$ cat config.mk
export PLATFORM = sky130hd
export DESIGN_NAME = qrm_div_lane
export DESIGN_NICKNAME = d
export VERILOG_FILES = /design/src/qrm_pkg.sv /design/src/qrm_div_lane.sv
export SDC_FILE = /design/constraint.sdc
export NUM_CORES = 2
export LEC_CHECK = 0
export BUFFER_PORTS_ARGS = -buffer_cell sky130_fd_sc_hd__buf_4
export CORE_MARGIN = 2
export CORE_UTILIZATION = 60
export DETAILED_ROUTE_END_ITERATION = 10
export PLACE_DENSITY_LB_ADDON = 0.1
export SYNTH_ARGS = -nofsm -noshare
export SYNTH_HDL_FRONTEND = slang
export SYNTH_SLANG_ARGS = --single-unit
$ cat constraint.sdc
create_clock -name clk -period 12.6 [get_ports clk]
set_input_delay 3.15 -clock clk [delete_from_list [all_inputs] [get_ports clk]]
set_output_delay 3.15 -clock clk [all_outputs]
set_load 0.05 [all_outputs]
$ cat src/qrm_pkg.sv
// Shared widths and constants for the quaternion to rotation matrix core.
// No dependencies; every other file imports this package.
package qrm_pkg;
	localparam int DATA_W    = 16;          // input and output field width
	localparam int FRAC_W    = 14;          // fractional bits, Q2.14
	localparam int PROD_W    = 2 * DATA_W;  // one 16x16 product
	localparam int N_W       = PROD_W + 1;  // norm and numerator magnitude
	localparam int NUM_W     = N_W + 2;     // signed numerator
	localparam int Q_W       = FRAC_W + 1;  // quotient bits, up to 1.0
	localparam int DIV_STEPS = Q_W;         // one quotient bit per stage
	localparam int LANE_LAT  = DIV_STEPS + 1; // division steps plus rounding
	localparam int N_ENT     = 9;

	localparam logic signed [DATA_W-1:0] ONE_FIX = DATA_W'(1 << FRAC_W);
	localparam logic signed [DATA_W-1:0] OUT_MAX = DATA_W'((1 << (DATA_W - 1)) - 1);

	typedef logic signed [DATA_W-1:0] fix_t;
endpackage

$ cat src/qrm_div_lane.sv
// Pipelined restoring divider for one matrix entry: round(mag * 2^14 / den).
// Depends on qrm_pkg; one quotient bit per stage, then a rounding stage.
module qrm_div_lane import qrm_pkg::*; (
	input  logic           clk,
	input  logic           en,
	input  logic [N_W-1:0] mag,
	input  logic [N_W-1:0] den,
	input  logic           neg,
	output fix_t           res
);
	logic [N_W-1:0] rem_s [DIV_STEPS];
	logic [N_W-1:0] den_s [DIV_STEPS];
	logic [Q_W-1:0] quo_s [DIV_STEPS];
	logic           neg_s [DIV_STEPS];
	fix_t           res_s;

	// integer bit: the magnitude never exceeds the norm
	logic [N_W:0] t0;
	logic         ge0;
	assign t0  = {1'b0, mag};
	assign ge0 = t0 >= {1'b0, den};

	always_ff @(posedge clk) begin
		if (en) begin
			rem_s[0] <= ge0 ? N_W'(t0 - {1'b0, den}) : mag;
			quo_s[0] <= {{(Q_W-1){1'b0}}, ge0};
			den_s[0] <= den;
			neg_s[0] <= neg;
		end
	end

	for (genvar k = 1; k < DIV_STEPS; k++) begin : g_step
		logic [N_W:0] t;
		logic         ge;
		assign t  = {rem_s[k-1], 1'b0};
		assign ge = t >= {1'b0, den_s[k-1]};
		always_ff @(posedge clk) begin
			if (en) begin
				rem_s[k] <= ge ? N_W'(t - {1'b0, den_s[k-1]}) : t[N_W-1:0];
				quo_s[k] <= {quo_s[k-1][Q_W-2:0], ge};
				den_s[k] <= den_s[k-1];
				neg_s[k] <= neg_s[k-1];
			end
		end
	end

	// round half away from zero: bump when twice the remainder reaches den
	logic [N_W:0]      tr;
	logic              inc;
	logic [DATA_W-1:0] qr;
	logic [DATA_W-1:0] qsat;
	assign tr   = {rem_s[DIV_STEPS-1], 1'b0};
	assign inc  = tr >= {1'b0, den_s[DIV_STEPS-1]};
	assign qr   = DATA_W'({1'b0, quo_s[DIV_STEPS-1]}) + DATA_W'(inc);
	assign qsat = qr[DATA_W-1] ? OUT_MAX : qr;

	always_ff @(posedge clk) begin
		if (en) res_s <= neg_s[DIV_STEPS-1] ? -qsat : qsat;
	end

	assign res = res_s;
endmodule

== Yosys cells after proc, flatten, opt, wreduce, memory -nomap -nowiden ==
Memory sizes are Yosys's and may differ from the RTL's.
Index checks and enable logic that the tools add are counted.
Word-level totals
  memories: 4
  bits in registers: 16
  RAM bits: 1230
  word-level logic and storage cells: 57
  latch bits: 0
  bits in read-only memories: 0
Operators by class
  shifts and indexed selects: 0
  reductions and logical operators: 0
  $lt $le $gt $ge: 16
  bitwise operators: 0
  $mul: 0
  eq/ne operators: 0
  multiplexer cells: 19
  divide/modulo/power cells: 0
  $add $sub $neg: 17
Memory list
  den_s: depth 15, bits a word 33, read ports 15, clocked after Yosys merged registers in 0, write ports 15, line qrm_div_lane.sv:12  | logic [N_W-1:0] den_s [DIV_STEPS];
  rem_s: depth 15, bits a word 33, read ports 15, clocked after Yosys merged registers in 0, write ports 15, line qrm_div_lane.sv:11  | logic [N_W-1:0] rem_s [DIV_STEPS];
  quo_s: depth 15, bits a word 15, read ports 15, clocked after Yosys merged registers in 0, write ports 15, line qrm_div_lane.sv:13  | logic [Q_W-1:0] quo_s [DIV_STEPS];
  neg_s: depth 15, bits a word 1, read ports 15, clocked after Yosys merged registers in 0, write ports 15, line qrm_div_lane.sv:14  | logic neg_s [DIV_STEPS];
Operators with widths (count)
  >= comparator 34 x 33 -> 1 bit: 15
  2-to-1 mux 33 bit: 15
  subtractor 33 bit: 15
  >= comparator 33 bit: 1
  adder 15 x 1 -> 16 bit: 1
  2-to-1 mux 16 bit: 1
  negator 15 -> 16 bit: 1
  2-to-1 mux 15 bit: 1
  2-to-1 mux 1 bit: 2

== Depth between registers and ports, before layout ==
An unclocked memory read counts as a cell.
  depth in word-level cells: 6
  mapped depth: 27
  gate-level depth less buffers: 26

== Least setup slack after synthesis ==
OpenSTA, ideal clock, no wires.
  kind: input to register
  start: in den[2]
  end: mem rem_s[0][32] in the netlist's numbering (data pin)
  arrival: 5.753 ns
  data required time: 12.332 ns
  path buffers: 0
  stages: 13
  path slack: 6.579 ns
  library setup time: 0.268 ns
  cells stage by stage: inv_1 -> ha_1 -> nor2b_1 -> o21ai_0 -> a21boi_0 -> o31ai_1 -> a21oi_1 -> a221oi_1 -> o31ai_1 -> o41a_1 -> a41oi_1 -> xor2_1 -> o21ai_0
RTL lines
  start, declared: line qrm_div_lane.sv:7  | input logic [N_W-1:0] den,
  end, declared: line qrm_div_lane.sv:11

==> metrics.cfg <==
[timing]
worst_slack_ns = 6.50
slew_violations = 0
rsz0062_at_grt = no
worst-slew-pin-transition_ns = 1.31
slew_headroom = 0.120
holdWs_ns = 0.407
finalHoldViolCount = 0
finalCritPeriodShare = 0.484
finClkSkew_ns = 0.0235
setup_viol = 0
fmax_mhz = 164
post-route-min-period_ns = 6.10
tns_ns = 0

[cts]
cts.clk_slew.worst_paths_ns = 0.06
cts.htree.levels = 4
cts_setup_buffers = 0
cts_buffers = 133
worstSkewPairLatency_ns = 0.74
cts_num_sinks = 1141
hold_buffers = 0
cts_root_buf = clkbuf_16
cts_tree = yes
post_cts_resized = 0
cts_max_path_buffers = 3

[layout]
post-route-util = 0.665
drive_gt1_frac = 0.0814
area_delta_synth_final_pct = 9.84
fill_cells = 8369
instances_no_fill = 7854
final_nets = 6876
final_area_mm2 = 0.0736
antenna_cells = 0

[place]
dp_hpwl_um = 103000
dp_cells = 7615
post-place-ws_ns = 5.72
routabilityCongestion = 0.988
port_buffers = 84
place_area_mm2 = 0.0693

[power]
power_density_mw_per_mm2 = 251
p_int_mw = 11.7
p_sw_mw = 6.77
seqPwrFrac = 0.336
irDropWorstVdd_uv = 129
power.share.clock = 0.204
pwr-share-comb = 0.461
sw_frac_of_total = 0.367
total_power_mw = 18.5
power_leakage_nw = 30.5

[floorplanning]
die-height_um = 338
core_area_mm2 = 0.111
fp.dieArea_mm2 = 0.114
row_count = 122
initial_core_util = 0.605
die_w_um = 338
ios = 85

[worst_hold_path]
hold_class = register to register

[drt]
drc = 0
wire_per_inst_um = 17.4
drt_pass1_iterations = 6
drt_iter0_drc = 2554
vias_per_cell = 5.77
antenna_left = 0
routed_wl_um = 136000
dr_total_vias = 45300

[synth]
avgSynthCellArea_um2 = 10.9
yosys_warnings = 0
syn_area_mm2 = 0.0670
synth_async_sr_flop_share = 0
synthTopCellsByArea = edfxtp_1 51%, ha_1 9.9%, a21oi_1 4.4%
yosysUniqueCellTypes = 82
dominantRegCellSynth = edfxtp_1
netlist_top_cells_count = 1141 x edfxtp_1, 651 x inv_1, 589 x a21oi_1
yosysTopAreaCell = edfxtp_1
synth_edf_count = 1141
yosys_register_bits = 1141
syn-num-nets = 6766
synthCells = 6152
yosysSeqAreaShare = 0.512
synth_most_common_cell = edfxtp_1
synth_top_area_frac = 0.512

[setup_path]
critPathTopFamily = compound AO/OA/AOI/OAI gates
path_cells = buf_4, inv_1, ha_1, fa_1, nor2b_1, o21ai_0, a21boi_0, o31ai_1, a21oi_1, a221oi_1, buf_4, o31ai_1, nor3b_1, a221oi_1, xor2_1, o21ai_0
crit_type = input port to register
endpoint_kind = register
cp_slowest_cell = nor3b_1
worst-path-buf-inv = 3
critPathMaxStageDelay_ns = 0.47
cp.arrival_ns = 6.55
startpoint_type = input port
crit_fanout = 5
worstPathRequired_ns = 13.05

[global_route]
grt_pass1_vias = 46600
antenna_found_initial = 1
grt_use_total = 0.238
grt_overflow_total = 0
grt_max_degree = 167
grt_pass1_wl_um = 222000

[flow_run]
maxCapViolations = 0

[run_status]
status = completed

[final cells by class]
class | instances | area [µm²] | share of cell area
flip-flops and latches | 1141 | 34300 | 0.466
repair buffers | 117 | 923 | 0.0126
well taps | 1488 | 1860 | 0.0253
clock inverters | 74 | 732 | 0.00995
multi-input cells | 4216 | 29800 | 0.405
clock buffers | 165 | 3550 | 0.0483
inverters | 653 | 2450 | 0.0333
[worst paths after layout]
| kind | from | to | slack, ns | depth (start not counted) |
|---|---|---|---|---|
| max reg2reg | den_s[14][1] | res[14] | 6.83 | 26 |
| min reg2reg | neg_s[4] | neg_s[5] | 0.41 | 0 |
| max | mag[0] | rem_s[0][30] | 6.50 | 16 |
| min | neg_s[4] | neg_s[5] | 0.41 | 0 |
[flip-flops by register name, summed over array words and instances (netlist names)]
signal / count
rem_s: 495
quo_s: 120
res: 16
neg_s: 15
den_s: 495
[cells in the final DEF, fill, tap and decap left out, types with 20 or more instances in the layout]
cell type and n:
a211oi_1 48, a21o_1 239, a21oi_1 589, a31oi_1 45
and2_1 31, and3_1 50, buf_4 113, clkbuf_1 27
clkbuf_16 138, clkinv_1 32, edfxtp_1 1141, ha_1 530
inv_1 651, mux2_2 167, nand2_1 389, nand2b_1 70
nand3_1 103, nand4_1 73, nor2_1 412, nor2b_1 89
nor3_1 61, o211ai_1 20, o21a_1 66, o21ai_0 362
o21bai_1 63, o31a_1 20, o31ai_1 41, or2_2 24
xnor2_1 254, xor2_1 185
[logic make-up (layout without fill, tap and decap cells)]
| kind of cell | Yosys count | count (layout) | share of synthesized area |
|---|---|---|---|
| compound gates | 1678 | 1678 | 0.156 |
| xor+xnor | 439 | 439 | 0.0574 |
| fa+ha+maj | 545 | 545 | 0.103 |
| buf+inv | 795 | 1009 | 0.0449 |
| flops | 1141 | 1141 | 0.512 |
| mux | 187 | 187 | 0.0313 |
| simple gates | 1367 | 1367 | 0.0955 |
[worst register-to-register path: cells and delay by family (launching register included)]
family	cells	cell delay, ns
flip-flops	1	0.35
XOR/XNOR	1	0.13
adder cells (fa/ha/maj)	3	0.80
AO/OA/AOI/OAI	10	2.22
buffers and inverters	1	0.06
AND/OR/NAND/NOR	11	1.93
[power groups by stage]
stage	Combinational (mW)	Sequential, mW	Clock, mW
final	8.50	6.20	3.76
after global routing	9.46	6.31	3.99
after CTS	8.47	6.19	3.84
after detailed placement	8.39	6.26	0
after global placement	8.25	6.24	0
after floorplan	6.60	6.11	0
[metal layers]
metal	routed length, µm	GRT usage
met1	48100	0.226
met2	75200	0.472
met3	4160	0.0316
met4	8960	0.157
met5	0	0
Power figures use the tool's default switching activity.
